--- config.mk ---
export PLATFORM = sky130hd
export DESIGN_NAME = spu_queue
export DESIGN_NICKNAME = d
export VERILOG_FILES = /design/src/design/spu_pkg.sv /design/src/design/spu_queue.sv
export SDC_FILE = /design/constraint.sdc
export NUM_CORES = 1
export LEC_CHECK = 0
export ABC_AREA = 1
export CAP_MARGIN = 20
export CORE_MARGIN = 2
export CORE_UTILIZATION = 34
export DETAILED_ROUTE_END_ITERATION = 10
export DONT_BUFFER_PORTS = 1
export PLACE_DENSITY = 0.57
export SYNTH_ARGS = -nofsm -noshare
export SYNTH_HDL_FRONTEND = slang
export SYNTH_SLANG_ARGS = --single-unit
--- constraint.sdc ---
create_clock -name clk -period 2.3 [get_ports clk]
set_input_delay 0.23 -clock clk [delete_from_list [all_inputs] [get_ports clk]]
set_output_delay 0.23 -clock clk [all_outputs]
set_load 0.01 [all_outputs]
--- src/design/spu_pkg.sv ---
// shared constants, codes and types of the sparse pointer table unpacker
`default_nettype none

package spu_pkg;

  // table geometry
  localparam int TABLE_ENTRIES = 1024;
  localparam int ADDR_W        = $clog2(TABLE_ENTRIES);
  localparam int POS_W         = $clog2(TABLE_ENTRIES + 1);

  // field widths
  localparam int OP_W     = 2;
  localparam int PACK_W   = 4;
  localparam int WORD_W   = 16;
  localparam int INDEX_W  = 10;
  localparam int STATUS_W = 2;
  localparam int COUNT_W  = 11;
  localparam int RD_CMP_W = (POS_W > INDEX_W) ? POS_W : INDEX_W;

  // command queue
  localparam int QUEUE_DEPTH = 4;
  localparam int QPTR_W      = $clog2(QUEUE_DEPTH);
  localparam int QCNT_W      = $clog2(QUEUE_DEPTH + 1);

  // data constants
  localparam logic [WORD_W-1:0] EMPTY_SLOT = 16'hffff;
  localparam logic [WORD_W-1:0] TOP_BIT    = 16'h8000;

  // op codes
  localparam logic [OP_W-1:0] OP_START = 2'd0;
  localparam logic [OP_W-1:0] OP_WORD  = 2'd1;
  localparam logic [OP_W-1:0] OP_READ  = 2'd2;
  localparam logic [OP_W-1:0] OP_NOP   = 2'd3;

  // pack types
  localparam logic [PACK_W-1:0] PT_EMPTY = 4'd0;
  localparam logic [PACK_W-1:0] PT_RAW   = 4'd1;
  localparam logic [PACK_W-1:0] PT_MASK  = 4'd2;

  // classified command kinds
  typedef logic [2:0] kind_t;
  localparam kind_t CMD_START_EMPTY = 3'd0;
  localparam kind_t CMD_START_RAW   = 3'd1;
  localparam kind_t CMD_START_MASK  = 3'd2;
  localparam kind_t CMD_START_BAD   = 3'd3;
  localparam kind_t CMD_WORD        = 3'd4;
  localparam kind_t CMD_READ        = 3'd5;
  localparam kind_t CMD_NOP         = 3'd6;

  // region modes
  typedef logic [1:0] mode_t;
  localparam mode_t MODE_IDLE = 2'd0;
  localparam mode_t MODE_RAW  = 2'd1;
  localparam mode_t MODE_MASK = 2'd2;
  localparam mode_t MODE_DONE = 2'd3;

  // result status
  localparam logic [STATUS_W-1:0] ST_OK       = 2'd0;
  localparam logic [STATUS_W-1:0] ST_BAD_TYPE = 2'd1;
  localparam logic [STATUS_W-1:0] ST_IGNORED  = 2'd2;

  // one queued command
  typedef struct packed {
    kind_t               kind;
    logic [WORD_W-1:0]   data_word;
    logic [INDEX_W-1:0]  read_index;
  } cmd_t;

endpackage

`default_nettype wire

--- src/design/spu_queue.sv ---
// short command queue between the front and back parts
`default_nettype none

module spu_queue (
  input  wire logic          clk,
  input  wire logic          rst,
  input  wire logic          push,
  input  spu_pkg::cmd_t      push_cmd,
  output logic               not_full,
  input  wire logic          pop,
  output logic               head_valid,
  output spu_pkg::cmd_t      head_cmd
);

  import spu_pkg::*;

  cmd_t              slots [QUEUE_DEPTH];
  logic [QPTR_W-1:0] wr_ptr;
  logic [QPTR_W-1:0] rd_ptr;
  logic [QCNT_W-1:0] count;
  logic              do_push;
  logic              do_pop;

  assign not_full   = (count != QCNT_W'(QUEUE_DEPTH));
  assign head_valid = (count != '0);
  assign head_cmd   = slots[rd_ptr];
  assign do_push    = push && not_full;
  assign do_pop     = pop && head_valid;

  // slot storage
  always_ff @(posedge clk) begin
    if (do_push) begin
      slots[wr_ptr] <= push_cmd;
    end
  end

  // pointers and fill level
  always_ff @(posedge clk) begin
    if (rst) begin
      wr_ptr <= '0;
      rd_ptr <= '0;
      count  <= '0;
    end else begin
      if (do_push) begin
        wr_ptr <= (wr_ptr == QPTR_W'(QUEUE_DEPTH - 1)) ? '0 : wr_ptr + 1'b1;
      end
      if (do_pop) begin
        rd_ptr <= (rd_ptr == QPTR_W'(QUEUE_DEPTH - 1)) ? '0 : rd_ptr + 1'b1;
      end
      if (do_push && !do_pop) begin
        count <= count + 1'b1;
      end else if (do_pop && !do_push) begin
        count <= count - 1'b1;
      end
    end
  end

endmodule

`default_nettype wire

=== Yosys cells after proc, flatten, opt, wreduce, memory -nomap -nowiden ===
Memory sizes are Yosys's and may differ from the RTL's. A register that Yosys moved wholly into a read port is not among the register bits.
Cells that the tools add are included.
W data, S select, Z words.

* Flip-flop bits (word level): 7
* RAM bits: 116
* Input bits: 33
* Word-level logic and storage cells: 27
* Memories kept: 1

{| class="wikitable"
|+ Memory list
! memory !! words !! width !! read ports !! clocked after Yosys merged registers in !! wr ports !! line !! text
|-
| slots || 4 || 29 || 1 || 1 || 1 || spu_queue.sv:17 || <nowiki>cmd_t slots [QUEUE_DEPTH];</nowiki>
|}

* Add/subtract/negate cells: 4
* Equality and inequality tests: 3
* Muxes and demuxes: 8
* Reductions and logical operators: 8

{| class="wikitable"
|+ Operator list
! operator !! count
|-
| $mux W2 || 4
|-
| $mux W3 || 2
|-
| $add A2 B1 Y2 const B || 2
|-
| $eq A2 B2 Y1 const B || 2
|-
| $logic_and A1 B1 Y1 || 4
|-
| $add A3 B1 Y3 const B || 1
|-
| $ne A3 B3 Y1 const B || 1
|-
| $reduce_bool A3 Y1 || 1
|-
| $sub A3 B1 Y3 const B || 1
|-
| $logic_not A1 Y1 || 2
|-
| $mux W1 || 2
|-
| $reduce_bool A2 Y1 || 1
|}

=== Logic depth before layout (Yosys ltp) ===
Gate-level depths: netlist of run 1.

* Word-level depth: 6
* Mapped depth: 13

=== Least setup slack after synthesis of run 1 ===
Ideal clock, no wire load.

* Path kind: register to register
* From: register count[0]
* To: memory slots[0][0] (netlist bit) (enable)
* Setup time: 415 ps
* Arrival: 1,968 ps
* Data required time: 1,885 ps
* Slack: -83 ps
* Cell stages (with the launch flop): 5
* Clock period less this slack: 2,383 ps
* Path through: dfxtp_1 > nor2_1 > nand2_1 > nand2_2 > nor2_1

* Word-level cells in the longest chain between the ends: 4

{| class="wikitable"
|+ Ends and longest elaborated chain
! element !! line !! text
|-
| start, declared || spu_queue.sv:20 || <nowiki>logic [QCNT_W-1:0] count;</nowiki>
|-
| start signal, assigned || spu_queue.sv:51 || <nowiki>count <= count + 1'b1;</nowiki>
|-
| start signal, assigned || spu_queue.sv:53 || <nowiki>count <= count - 1'b1;</nowiki>
|-
| $ne A3 B3 Y1 || spu_queue.sv:24 || <nowiki>assign not_full = (count != QCNT_W'(QUEUE_DEPTH));</nowiki>
|-
| named net not_full || spu_queue.sv:9 || <nowiki>output logic not_full,</nowiki>
|-
| $logic_and A1 B1 Y1 || spu_queue.sv:27 || <nowiki>assign do_push = push && not_full;</nowiki>
|-
| $mux W1 || spu_queue.sv:32 || <nowiki>if (do_push) begin</nowiki>
|-
| $mux W1 (not written as such) || spu_queue.sv:33 || <nowiki>slots[wr_ptr] <= push_cmd;</nowiki>
|-
| end, declared || spu_queue.sv:17 ||
|}

The timed path passes the listed nets, and every way through them passes these cells.

==> reports/summary.log, run 1 <==
[cells_and_area] fill cell count 1296
[synthesis] cell type with the highest aggregate area in the netlist sky130_fd_sc_hd__edfxtp_1
[timing] ratio of final minimum period to clock period 87.75%
[global_route] antenna violations before repair 0
[global_route] global-route wire length before repair 16270 um
[timing] final setup fails 0
[global_route] global-route usage over all layers 13.53%
[clocking] H-tree levels 4
[place] DP HPWL 6237 um
[floorplanning] y dimension of the die 126.6 um
[synthesis] count of distinct cell types in the synthesized netlist 25
[detailed_routing] via count of the routed design 2895
[detailed_routing] drt drc 0
[global_route] number of global-route vias before repair 2931
[timing] setup repair after global routing missed its margin no
[detailed_routing] DR vias/cell 4.882
[global_route] maximum number of pins on one net before global-route repair 45
[cells_and_area] area used by multi-input combinational logic 0.001281 mm^2
[synthesis] Seq cells post-synth 125
[synthesis] number of enable-type register cells in the synthesized netlist 116
[worst_setup_path] Worst setup EP type primary output
[floorplanning] full die area 0.01602 mm^2
[run_status] outcome completed
[timing] min Tclk post-route 2018 ps
[synthesis] post-synthesis sequential area ratio 71.73%
[clocking] Post-CTS Hold Buffers 31
[pwr] Pleak 2.112 nW
[timing] Final Hold Fails 0
[floorplanning] I/O pin total 64
[worst_setup_path] kind of critical path register to primary output
[synthesis] Avg Cell Area, Syn 14.59 um^2
[cells_and_area] area taken by flip-flops and latches 0.003665 mm^2
[cells_and_area] signed area change from the synthesized netlist to the final layout 22.76%
[timing] max-slew headroom at the worst pin 63.34%
[timing] final clock skew 8.487 ps
[synthesis] most frequent cell after synthesis sky130_fd_sc_hd__edfxtp_1
[synthesis] most common flop cell mapped by yosys sky130_fd_sc_hd__edfxtp_1
[clocking] number of gates resized after CTS 0
[global_route] GR Overflow Total 0
[timing] final worst hold slack 50.04 ps
[detailed_routing] first drt pass iteration count 4
[worst_setup_path] largest fanout on the critical path 44
[worst_setup_path] worst path required time 2070 ps
[place] quantity of I/O buffers inserted on ports 0
[cells_and_area] Diodes inserted 0
[synthesis] count of synthesis-stage warnings from yosys 0
[cells_and_area] share of post-route cells with drive strength above 1 24.69%
[floorplanning] Starting Density 35.01%
[detailed_routing] final routed wire length divided by cell count 17.46 um
[clocking] Worst-path clk slew 50 ps
[place] DP Cell Count 530
[clocking] total CTS buffers 17
[detailed_routing] routed wire length 10350 um
[synthesis] leading cell types by total area after synthesis sky130_fd_sc_hd__edfxtp_1, sky130_fd_sc_hd__o21ai_0, sky130_fd_sc_hd__o22ai_2
[synthesis] Netlist Area Pre-Place 0.005107 mm^2
[clocking] clock tree from TritonCTS built
[synthesis] area share of the leading cell type in the synthesized netlist 68.20%
[timing] highest clock frequency the design can meet 0.4955 GHz
[pwr] maximum resistive drop on vdd 0.5707 mV
[synthesis] fraction of synthesis flops using an asynchronous set or reset pin 0%
[synthesis] synthesized instance count 350
[clocking] buffer count from post-CTS setup fixing 0
[clocking] clock insertion delay at the later pin of the skew report 410 ps
[run] max-cap check violation count 0
[pwr] total power consumption of the routed design 7.486 mW
[worst_setup_path] arrival time of the worst setup path 1790 ps
[timing] pins over their slew limit 0
[clocking] Clock Sinks 125
[cells_and_area] Post-Layout Cell Count 593
[synthesis] Post-Synthesis Net Count 390
[synthesis] top cell types by occurrence after synthesis sky130_fd_sc_hd__edfxtp_1, sky130_fd_sc_hd__o21ai_0, sky130_fd_sc_hd__nor2_1
[clocking] Max Buffers Root-to-Sink 2
[clocking] clk root buf sky130_fd_sc_hd__clkbuf_16
[pwr] pwr dens 1194 mW/mm^2
[floorplanning] placeable core region 0.01459 mm^2
[place] GP Congestion 0.7648
[detailed_routing] antenna viol nets, final 0
[cells_and_area] count of nets after finishing 436
[floorplanning] width of the die 126.6 um
[detailed_routing] count of routing violations after the opening detailed-route iteration 212
[worst_hold_path] Tightest Hold Check Type input port to register
[timing] Slew @ Worst Pin 549.1 ps
[floorplanning] FP Rows 44
[worst_setup_path] launching element type of the critical path register
==> final cells by class <==
cell class	instances	area share [%]
flip-flops and latches	125	58.45
clock buffers	18	6.845
inverters	16	0.9778
multi-input cells	191	20.44
repair buffers	45	6.825
clock inverters	14	2.794
well taps	184	3.672
==> final timing paths <==
kind | start | cells after the start | endpoint | slack [ps]
max reg2reg | count[0] | 13 | count[2] | 370
max | register | 4 | head_cmd[10] | 280
min | pop | 3 | rd_ptr[1] | 50
min reg2reg | rd_ptr[0] | 4 | register | 540
==> power by group <==
part | leakage, nW | switching (mW) | internal (mW)
clock network | 0.282 | 0.909 | 1.79
registers | 1.14 | 0.0984 | 2.78
logic | 0.693 | 1.32 | 0.582
total | 2.11 | 2.33 | 5.16
==> layer usage <==
metal / vias to the layer above / track usage [%] / wire (um)
met5: - / 0 / 0
met4: 0 / 4.266 / 105
met3: 9 / 5.272 / 607
met2: 74 / 22.24 / 5116
met1: 1443 / 16.46 / 4524
li1: 1369 / - / -
==> worst max-delay path, stage by stage, from the launching register on <==
cell and delay, ps:
sky130_fd_sc_hd__dfxtp_2 340, sky130_fd_sc_hd__clkinv_2 220, sky130_fd_sc_hd__buf_12 330, sky130_fd_sc_hd__o21ai_0 130, sky130_fd_sc_hd__o22ai_1 280
==> layout by cell type, fill, tap and decap left out, types with 2 or more instances in the layout <==
| cell | netlist | routed |
|---|---|---|
| sky130_fd_sc_hd__edfxtp_1 | 116 | 116 |
| sky130_fd_sc_hd__bufinv_16 | 0 | 4 |
| sky130_fd_sc_hd__o21ai_0 | 57 | 57 |
| sky130_fd_sc_hd__nor2_1 | 46 | 42 |
| sky130_fd_sc_hd__nor2_2 | 9 | 9 |
| sky130_fd_sc_hd__dfxtp_1 | 9 | 8 |
| sky130_fd_sc_hd__clkinv_1 | 0 | 4 |
| sky130_fd_sc_hd__nand3b_1 | 2 | 2 |
| sky130_fd_sc_hd__o21ai_1 | 2 | 2 |
| sky130_fd_sc_hd__dlygate4sd3_1 | 0 | 31 |
| sky130_fd_sc_hd__clkinv_2 | 0 | 3 |
| sky130_fd_sc_hd__buf_4 | 1 | 13 |
| sky130_fd_sc_hd__ha_1 | 6 | 6 |
| sky130_fd_sc_hd__o22ai_2 | 20 | 20 |
| sky130_fd_sc_hd__a21oi_1 | 2 | 2 |
| sky130_fd_sc_hd__inv_2 | 5 | 4 |
| sky130_fd_sc_hd__inv_1 | 11 | 11 |
| sky130_fd_sc_hd__clkinvlp_4 | 0 | 4 |
| sky130_fd_sc_hd__o22ai_1 | 9 | 9 |
| sky130_fd_sc_hd__clkbuf_16 | 0 | 17 |
| sky130_fd_sc_hd__nor2_4 | 20 | 24 |
| sky130_fd_sc_hd__nand2_1 | 13 | 13 |
==> sequential cells by signal, summed over array words and instances, names as in the netlist, named ones only <==
name / count
count: 3
rd_ptr: 2
slots: 116
wr_ptr: 2
==> logic make-up after synthesis <==
| kind of cell | count (synthesis) | synth area share (%) |
|---|---|---|
| flip-flops | 125 | 71.73 |
| AND/OR/NAND/NOR | 93 | 10.49 |
| AO/OA/AOI/OAI | 90 | 11.98 |
| buffers and inverters | 34 | 3.773 |
| adder cells (fa/ha/maj) | 7 | 1.862 |
| XOR/XNOR | 1 | 0.1715 |
==> per-stage QoR <==
stage          util [%]  setup TNS (ps)  area, um^2  setup slack, ps
6_report          42.98               0        6270            281.8
2_1_floorplan         -           -9646        5107           -83.16
4_1_cts           42.98               0        6270            262.7
5_1_grt           42.98               0        6270            181.8
3_5_place_dp      36.71               0        5355            401.7
3_3_place_gp      36.71               0        5355            484.7
Power figures use the tool's default switching activity.
==> inputs of run 2 (changes only) <==
Settings changed: CORE_MARGIN 2 to not set, RECOVER_POWER set to 50, SLEW_MARGIN set to 20.
==> run 2 against run 1 <==
Global-route usage increased by 0.053 points. Routed wire length decreased by 3.1%. Critical path depth decreased by 1. Worst setup slack got worse by 13 ps. Critical path type unchanged. Largest cell class unchanged.
==> reports/summary.log, run 2 (synthesized netlist as in run 1, its figures left out) <==
[run_status] outcome completed
[floorplanning] full die area 0.01552 mm^2 [-3.1%]
[cells_and_area] signed area change from the synthesized netlist to the final layout 21.80%
[cells_and_area] most common cell after layout, fill and taps aside sky130_fd_sc_hd__edfxtp_1
[timing] pins over their slew limit 0 [unchanged]
[cells_and_area] most frequent cells in the layout sky130_fd_sc_hd__edfxtp_1, sky130_fd_sc_hd__o21ai_0, sky130_fd_sc_hd__nor2_1
[clocking] clock insertion delay at the later pin of the skew report 410 ps [about the same]
[place] DP HPWL 5856 um [-6.1%]
[cells_and_area] registers with the highest flip-flop counts slots (116), count (3)
[worst_hold_path] Min-Delay Path Depth 3 [unchanged]
[clocking] Worst-path clk slew 50 ps [about the same]
[global_route] antenna violations before repair 0 [unchanged]
[global_route] global-route usage over all layers 13.58% [+0.053 points]
[place] DP Cell Count 529 [-0.19%]
[timing] highest clock frequency the design can meet 0.4923 GHz [-0.64%]
[clocking] clock tree from TritonCTS built
[place] quantity of I/O buffers inserted on ports 0 [unchanged]
[clocking] Max Buffers Root-to-Sink 2 [unchanged]
[floorplanning] width of the die 124.6 um [-1.6%]
[floorplanning] I/O pin total 64 [unchanged]
[worst_setup_path] total stage count of the critical path 3 [-1]
[pwr] total power consumption of the routed design 7.299 mW [-2.5%]
[global_route] global routing met2 resource utilization 22.10% [-0.14 points]
[floorplanning] y dimension of the die 124.6 um [-1.6%]
[global_route] GR Overflow Total 0 [unchanged]
[timing] max-slew headroom at the worst pin 61.18% [-2.2 points]
[worst_setup_path] launching element type of the critical path register
[timing] min Tclk post-route 2031 ps [+12.98 ps]
[worst_setup_path] endpoint of the worst-slack reg-to-reg timing path slots[1][9]
[cells_and_area] count of nets after finishing 435 [-0.23%]
[worst_setup_path] gate family responsible for the most delay along the worst path compound AO/OA/AOI/OAI gates
[place] post-placement setup slack 441.2 ps [+39.54 ps]
[detailed_routing] routed wire length 10040 um [-3.1%]
[timing] Slew @ Worst Pin 582.4 ps [+33.27 ps]
[worst_hold_path] start point of the worst min-delay path pop
[global_route] number of global-route vias before repair 2975 [+1.5%]
[cells_and_area] Diodes inserted 0 [unchanged]
[clocking] number of gates resized after CTS 0 [unchanged]
[detailed_routing] via count of the routed design 2847 [-1.7%]
[pwr] maximum resistive drop on vdd 0.6450 mV [+13%]
[timing] Final Hold Fails 0 [unchanged]
[worst_setup_path] Reg2Reg Setup Slack 400 ps [+30 ps]
[global_route] global routing usage on met3 5.112% [-0.16 points]
[detailed_routing] count of routing violations after the opening detailed-route iteration 138 [-35%]
[global_route] met1 usage in global routing 16.39% [-0.070 points]
[cells_and_area] share of post-route cells with drive strength above 1 25.00% [+0.31 points]
[global_route] most used routing layer met2
[cells_and_area] max reg flops 116 [unchanged]
[floorplanning] placeable core region 0.01459 mm^2 [unchanged]
[detailed_routing] drt drc 0 [unchanged]
[run] max-cap check violation count 0 [unchanged]
[worst_hold_path] WHS Endpoint rd_ptr[1]
[timing] ratio of final minimum period to clock period 88.31% [+0.56 points]
[worst_setup_path] Crit path largest cell delay 490 ps [+150 ps]
[worst_setup_path] kind of critical path register to primary output
[timing] setup repair after global routing missed its margin no
[worst_setup_path] Worst setup EP type primary output
[timing] fin worst setup slack 268.9 ps [-12.98 ps]
[detailed_routing] final routed wire length divided by cell count 16.95 um [-2.9%]
[pwr] pwr dens 1173 mW/mm^2 [-1.7%]
[worst_setup_path] source of the worst register-to-register timing path count[1]
[place] GP Congestion 0.6573 [-14%]
[detailed_routing] first drt pass iteration count 4 [unchanged]
[timing] final worst hold slack 33.50 ps [-16.55 ps]
[global_route] global-route wire length before repair 15990 um [-1.7%]
[detailed_routing] DR vias/cell 4.809 [-1.5%]
[worst_setup_path] worst path required time 2070 ps [about the same]
[pwr] Pleak 2.091 nW [-0.98%]
[floorplanning] Starting Density 35.01% [unchanged]
[worst_setup_path] arrival time of the worst setup path 1800 ps [about the same]
[worst_setup_path] Register-to-Register Path Depth 6 [-7]
[timing] final clock skew 6.184 ps [-2.303 ps]
[floorplanning] FP Rows 44 [unchanged]
[clocking] total CTS buffers 17 [unchanged]
[worst_setup_path] count of buffering cells on the critical path with inverters included 1 [-1]
[timing] final setup fails 0 [unchanged]
[cells_and_area] Post-Layout Cell Count 592 [-0.17%]
[worst_setup_path] largest fanout on the critical path 58 [+32%]
[detailed_routing] antenna viol nets, final 0 [unchanged]
[global_route] maximum number of pins on one net before global-route repair 59 [+31%]
[clocking] H-tree levels 4 [unchanged]
[worst_setup_path] ordered list of cells on the worst path buf_4, o21ai_0, o22ai_1
[worst_hold_path] Tightest Hold Check Type input port to register
[worst_setup_path] critical path's slowest cell sky130_fd_sc_hd__buf_4
[clocking] clk root buf sky130_fd_sc_hd__clkbuf_16
[clocking] Clock Sinks 125 [unchanged]
[cells_and_area] register with the most flip-flops slots
run 2: power by group:
group	switching [mW]	internal, mW
Combinational	1.29	0.565
Sequential	0.0922	2.78
Clock	0.970	1.59
run 2: tightest hold or removal path, cell delays in order:
cell	delay, ps
sky130_fd_sc_hd__nand3b_1	60
sky130_fd_sc_hd__nand2_1	60
sky130_fd_sc_hd__nor2_1	40
run 2: through the flow:
step	setup TNS (ps)	utilization [%]	cell area, um^2
floorplan	-9646	-	5107
detailed placement	0	36.66	5348
global route	0	42.64	6221
CTS	0	42.72	6232
global placement	0	36.66	5348
finish	0	42.64	6221
run 2: final cells by class:
cell class                 count  area [um^2]
sequential                   125         3665
clock buffer                  18        429.2
timing repair buffer          44        411.6
inverter                      16        61.31
multi-input combinational    191         1279
tap                          184        230.2
clock inverter                14        145.1
fill                        1302         8368
run 2: layer usage:
metal	share of wire [%]	wire length [um]	up-vias
met5	0	0	-
met4	0.71	71	0
met3	6.7	675	6
met2	50	4986	74
met1	43	4303	1393
li1	-	-	1374
run 2: worst max path at each step:
| stage | from | to |
|---|---|---|
| after CTS | register | head_cmd[22] |
| after floorplan | count[0] | slots[0][0] |
| after global placement | count[1] | count[2] |
| final | register | head_cmd[22] |
| after detailed placement | count[1] | count[1] |
| after global routing | register | head_cmd[22] |
run 2: what timing repair did:
action / in CTS / in global routing
hold endpoints to repair: 122 / 0
hold buffers: 31 / 0
setup buffers: 0 / 0
==> inputs of run 3 (changes only) <==
Settings changed: ABC_AREA 1 to 0.
==> run 3 against run 2 <==
Synthesized area is 8.9% lower. Cell area is 5.5% lower. Worst setup slack worse by 100 ps. Combinational power is 40% lower. Power is 3.4% lower. Flip-flop and latch count stayed put. Critical path depth is 5 higher. Count of clock-buffer cells in the layout is 4 higher. Via count is 27% lower. Die area is 8.7% lower. Largest cell class unchanged. Largest power group is now the clock network.
==> reports/summary.log, run 3 <==
[floorplanning] full die area 0.01416 mm^2 [-8.7%]
[global_route] maximum number of pins on one net before global-route repair 30 [-49%]
[synthesis] synthesized instance count 199 [-43%]
[synthesis] Seq cells post-synth 125 [unchanged]
[cells_and_area] Diodes inserted 0 [unchanged]
[worst_setup_path] launching element type of the critical path register
[clocking] Clock Sinks 125 [unchanged]
[global_route] global-route wire length before repair 12990 um [-19%]
[worst_setup_path] arrival time of the worst setup path 2470 ps [+670 ps]
[clocking] clock insertion delay at the later pin of the skew report 420 ps [about the same]
[synthesis] most frequent cell after synthesis sky130_fd_sc_hd__edfxtp_1
[synthesis] combinational family with the most area after synthesis multiplexers
[clocking] Worst-path clk slew 50 ps [about the same]
[place] DP HPWL 4676 um [-20%]
[timing] min Tclk post-route 2133 ps [+101.5 ps]
[floorplanning] placeable core region 0.01330 mm^2 [-8.9%]
[cells_and_area] register with the most flip-flops slots
[timing] highest clock frequency the design can meet 0.4689 GHz [-4.8%]
[place] GP Congestion 0.6486 [-1.3%]
[detailed_routing] DR vias/cell 4.756 [-1.1%]
[detailed_routing] final routed wire length divided by cell count 18.79 um [+11%]
[cells_and_area] most common cell after layout, fill and taps aside sky130_fd_sc_hd__edfxtp_1
[worst_setup_path] Register-to-Register Path Depth 8 [+2]
[detailed_routing] drt drc 0 [unchanged]
[synthesis] count of distinct cell types in the synthesized netlist 26 [+4.0%]
[worst_setup_path] kind of critical path register to register
[timing] setup repair after global routing missed its margin no
[floorplanning] width of the die 119 um [-4.5%]
[synthesis] area share of the leading cell type in the synthesized netlist 74.84% [+6.6 points]
[clocking] clock tree from TritonCTS built
[place] quantity of I/O buffers inserted on ports 0 [unchanged]
[cells_and_area] count of nets after finishing 286 [-34%]
[detailed_routing] via count of the routed design 2069 [-27%]
[cells_and_area] finished layout cell area 0.005878 mm^2 [-5.5%]
[pwr] Pleak 1.920 nW [-8.2%]
[synthesis] count of synthesis-stage warnings from yosys 0 [unchanged]
[global_route] global-route usage over all layers 13.07% [-0.51 points]
[synthesis] share of cell area taken by muxes after synthesis 14.68% [+15 points]
[worst_hold_path] Tightest Hold Check Type input port to register
[cells_and_area] final cell utilization of the core 44.21% [+1.6 points]
[synthesis] post-synthesis sequential area ratio 78.71% [+7.0 points]
[worst_hold_path] Min-Delay Path Depth 3 [unchanged]
[synthesis] cell type with the highest aggregate area in the netlist sky130_fd_sc_hd__edfxtp_1
[synthesis] Post-Synthesis Net Count 239 [-39%]
[detailed_routing] first drt pass iteration count 4 [unchanged]
[floorplanning] Starting Density 35.01% [about the same]
[global_route] antenna violations before repair 0 [unchanged]
[clocking] Max Buffers Root-to-Sink 2 [unchanged]
[cells_and_area] max reg flops 116 [unchanged]
[run_status] outcome completed
[timing] Final Hold Fails 0 [unchanged]
[floorplanning] y dimension of the die 119 um [-4.5%]
[cells_and_area] signed area change from the synthesized netlist to the final layout 26.29%
[clocking] clk root buf sky130_fd_sc_hd__clkbuf_16
[synthesis] Netlist Area Pre-Place 0.004654 mm^2 [-8.9%]
[detailed_routing] antenna viol nets, final 0 [unchanged]
[floorplanning] I/O pin total 64 [unchanged]
[floorplanning] FP Rows 42 [-4.5%]
[pwr] pwr dens 1199 mW/mm^2 [+2.2%]
[global_route] number of global-route vias before repair 2323 [-22%]
[pwr] maximum resistive drop on vdd 0.6366 mV [-1.3%]
[place] post-placement cell area 0.004885 mm^2 [-8.7%]
[synthesis] adder and majority cell fraction of the synthesized area 2.043% [+0.18 points]
[synthesis] simple-gate share of the synthesized area 2.285% [-8.2 points]
[pwr] total power consumption of the routed design 7.048 mW [-3.4%]
[synthesis] leading cell types by total area after synthesis sky130_fd_sc_hd__edfxtp_1, sky130_fd_sc_hd__mux4_2, sky130_fd_sc_hd__dfxtp_1
[run] max-cap check violation count 0 [unchanged]
[synthesis] fraction of synthesis flops using an asynchronous set or reset pin 0% [unchanged]
[synthesis] top cell types by occurrence after synthesis sky130_fd_sc_hd__edfxtp_1, sky130_fd_sc_hd__mux4_2, sky130_fd_sc_hd__dfxtp_1
[cells_and_area] most frequent cells in the layout sky130_fd_sc_hd__edfxtp_1, sky130_fd_sc_hd__dlygate4sd3_1, sky130_fd_sc_hd__mux4_2
[synthesis] number of enable-type register cells in the synthesized netlist 116 [unchanged]
[worst_setup_path] worst path required time 2640 ps [+570 ps]
[clocking] H-tree levels 4 [unchanged]
[timing] pins over their slew limit 0 [unchanged]
[place] DP Cell Count 372 [-30%]
[cells_and_area] share of post-route cells with drive strength above 1 28.96% [+4.0 points]
[timing] Setup TNS Final 0 ps [unchanged]
[global_route] GR Overflow Total 0 [unchanged]
[timing] Slew @ Worst Pin 875.7 ps [+293.3 ps]
[detailed_routing] routed wire length 8175 um [-19%]
[timing] final clock skew 7.883 ps [+1.699 ps]
[synthesis] Avg Cell Area, Syn 23.39 um^2 [+60%]
[worst_setup_path] largest fanout on the critical path 5 [-91%]
[detailed_routing] count of routing violations after the opening detailed-route iteration 144 [+4.3%]
[timing] ratio of final minimum period to clock period 92.72% [+4.4 points]
[synthesis] compound-cell area share of the yosys netlist 0.7527% [-11 points]
[clocking] total CTS buffers 17 [unchanged]
[timing] final setup fails 0 [unchanged]
[synthesis] area share of xor/xnor cells in the synthesized design 0.3763% [+0.20 points]
[timing] max-slew headroom at the worst pin 41.62% [-20 points]
[cells_and_area] Post-Layout Cell Count 435 [-27%]
[cells_and_area] registers with the highest flip-flop counts slots (116), count (3)
[cells_and_area] fill cell count 1152 [-12%]
[synthesis] most common flop cell mapped by yosys sky130_fd_sc_hd__edfxtp_1
[worst_setup_path] Worst setup EP type register
-- run 3: power breakdown --
part	total [mW]	switching, mW	internal [mW]
sequential	2.88	0.105	2.78
clock	3.05	0.933	2.12
combinational	1.12	0.619	0.497
total	7.05	1.66	5.39
-- run 3: worst paths after layout --
check / startpoint / slack [ps] / endpoint
setup / recovery: count[2] / 170 / count[2]
hold / removal: rst / 30 / wr_ptr[0]
setup reg to reg: count[2] / 170 / count[2]
hold reg to reg: rd_ptr[0] / 500 / register
-- run 3: per-stage QoR --
step	setup slack (ps)	hold slack [ps]
floorplan	109.5	328.9
global placement	211.6	302.0
detailed placement	123.0	307.1
CTS	107.1	10.81
global route	24.12	34.04
finish	167.3	30.99
-- run 3: critical path: stages, from the launching register on --
cell and delay (ps):
sky130_fd_sc_hd__dfxtp_1 380, sky130_fd_sc_hd__or3b_1 380, sky130_fd_sc_hd__and2_4 190, sky130_fd_sc_hd__ha_1 220, sky130_fd_sc_hd__inv_1 80, sky130_fd_sc_hd__fa_1 180, sky130_fd_sc_hd__xor2_1 70, sky130_fd_sc_hd__or3_2 410
sky130_fd_sc_hd__a21oi_1 160
-- run 3: final cells by class --
class / instances / area, um^2 / area share [%]
Sequential cell: 125 / 3669 / 62.41
Multi-Input combinational cell: 63 / 942.2 / 16.03
Clock buffer: 22 / 474.2 / 8.067
Timing Repair Buffer: 36 / 352.8 / 6.003
Tap cell: 176 / 220.2 / 3.746
Clock inverter: 10 / 209.0 / 3.555
Inverter: 3 / 11.26 / 0.1916
-- run 3: kinds of logic after synthesis --
logic type	after synthesis
AOI/OAI and AO/OA	5
xor gates and xnor gates	2
adders and majority gates	7
buffers and inverters	11
DFF	125
muxes	32
and+or+nand+nor	17
-- run 3: routing by layer --
layer	up-vias	wire length, um	global-route usage [%]
li1	929	-	-
met3	13	458	5.508
met5	-	0	0
met1	1076	3473	14.56
met4	0	193	7.437
met2	51	4050	21.00
-- run 3: repair_timing --
action | in CTS | in global routing
gates resized for setup | 0 | 3
setup buffers | 0 | 0
hold buffers | 31 | 0
setup endpoints to repair | 0 | 1
hold endpoints to repair | 125 | 0
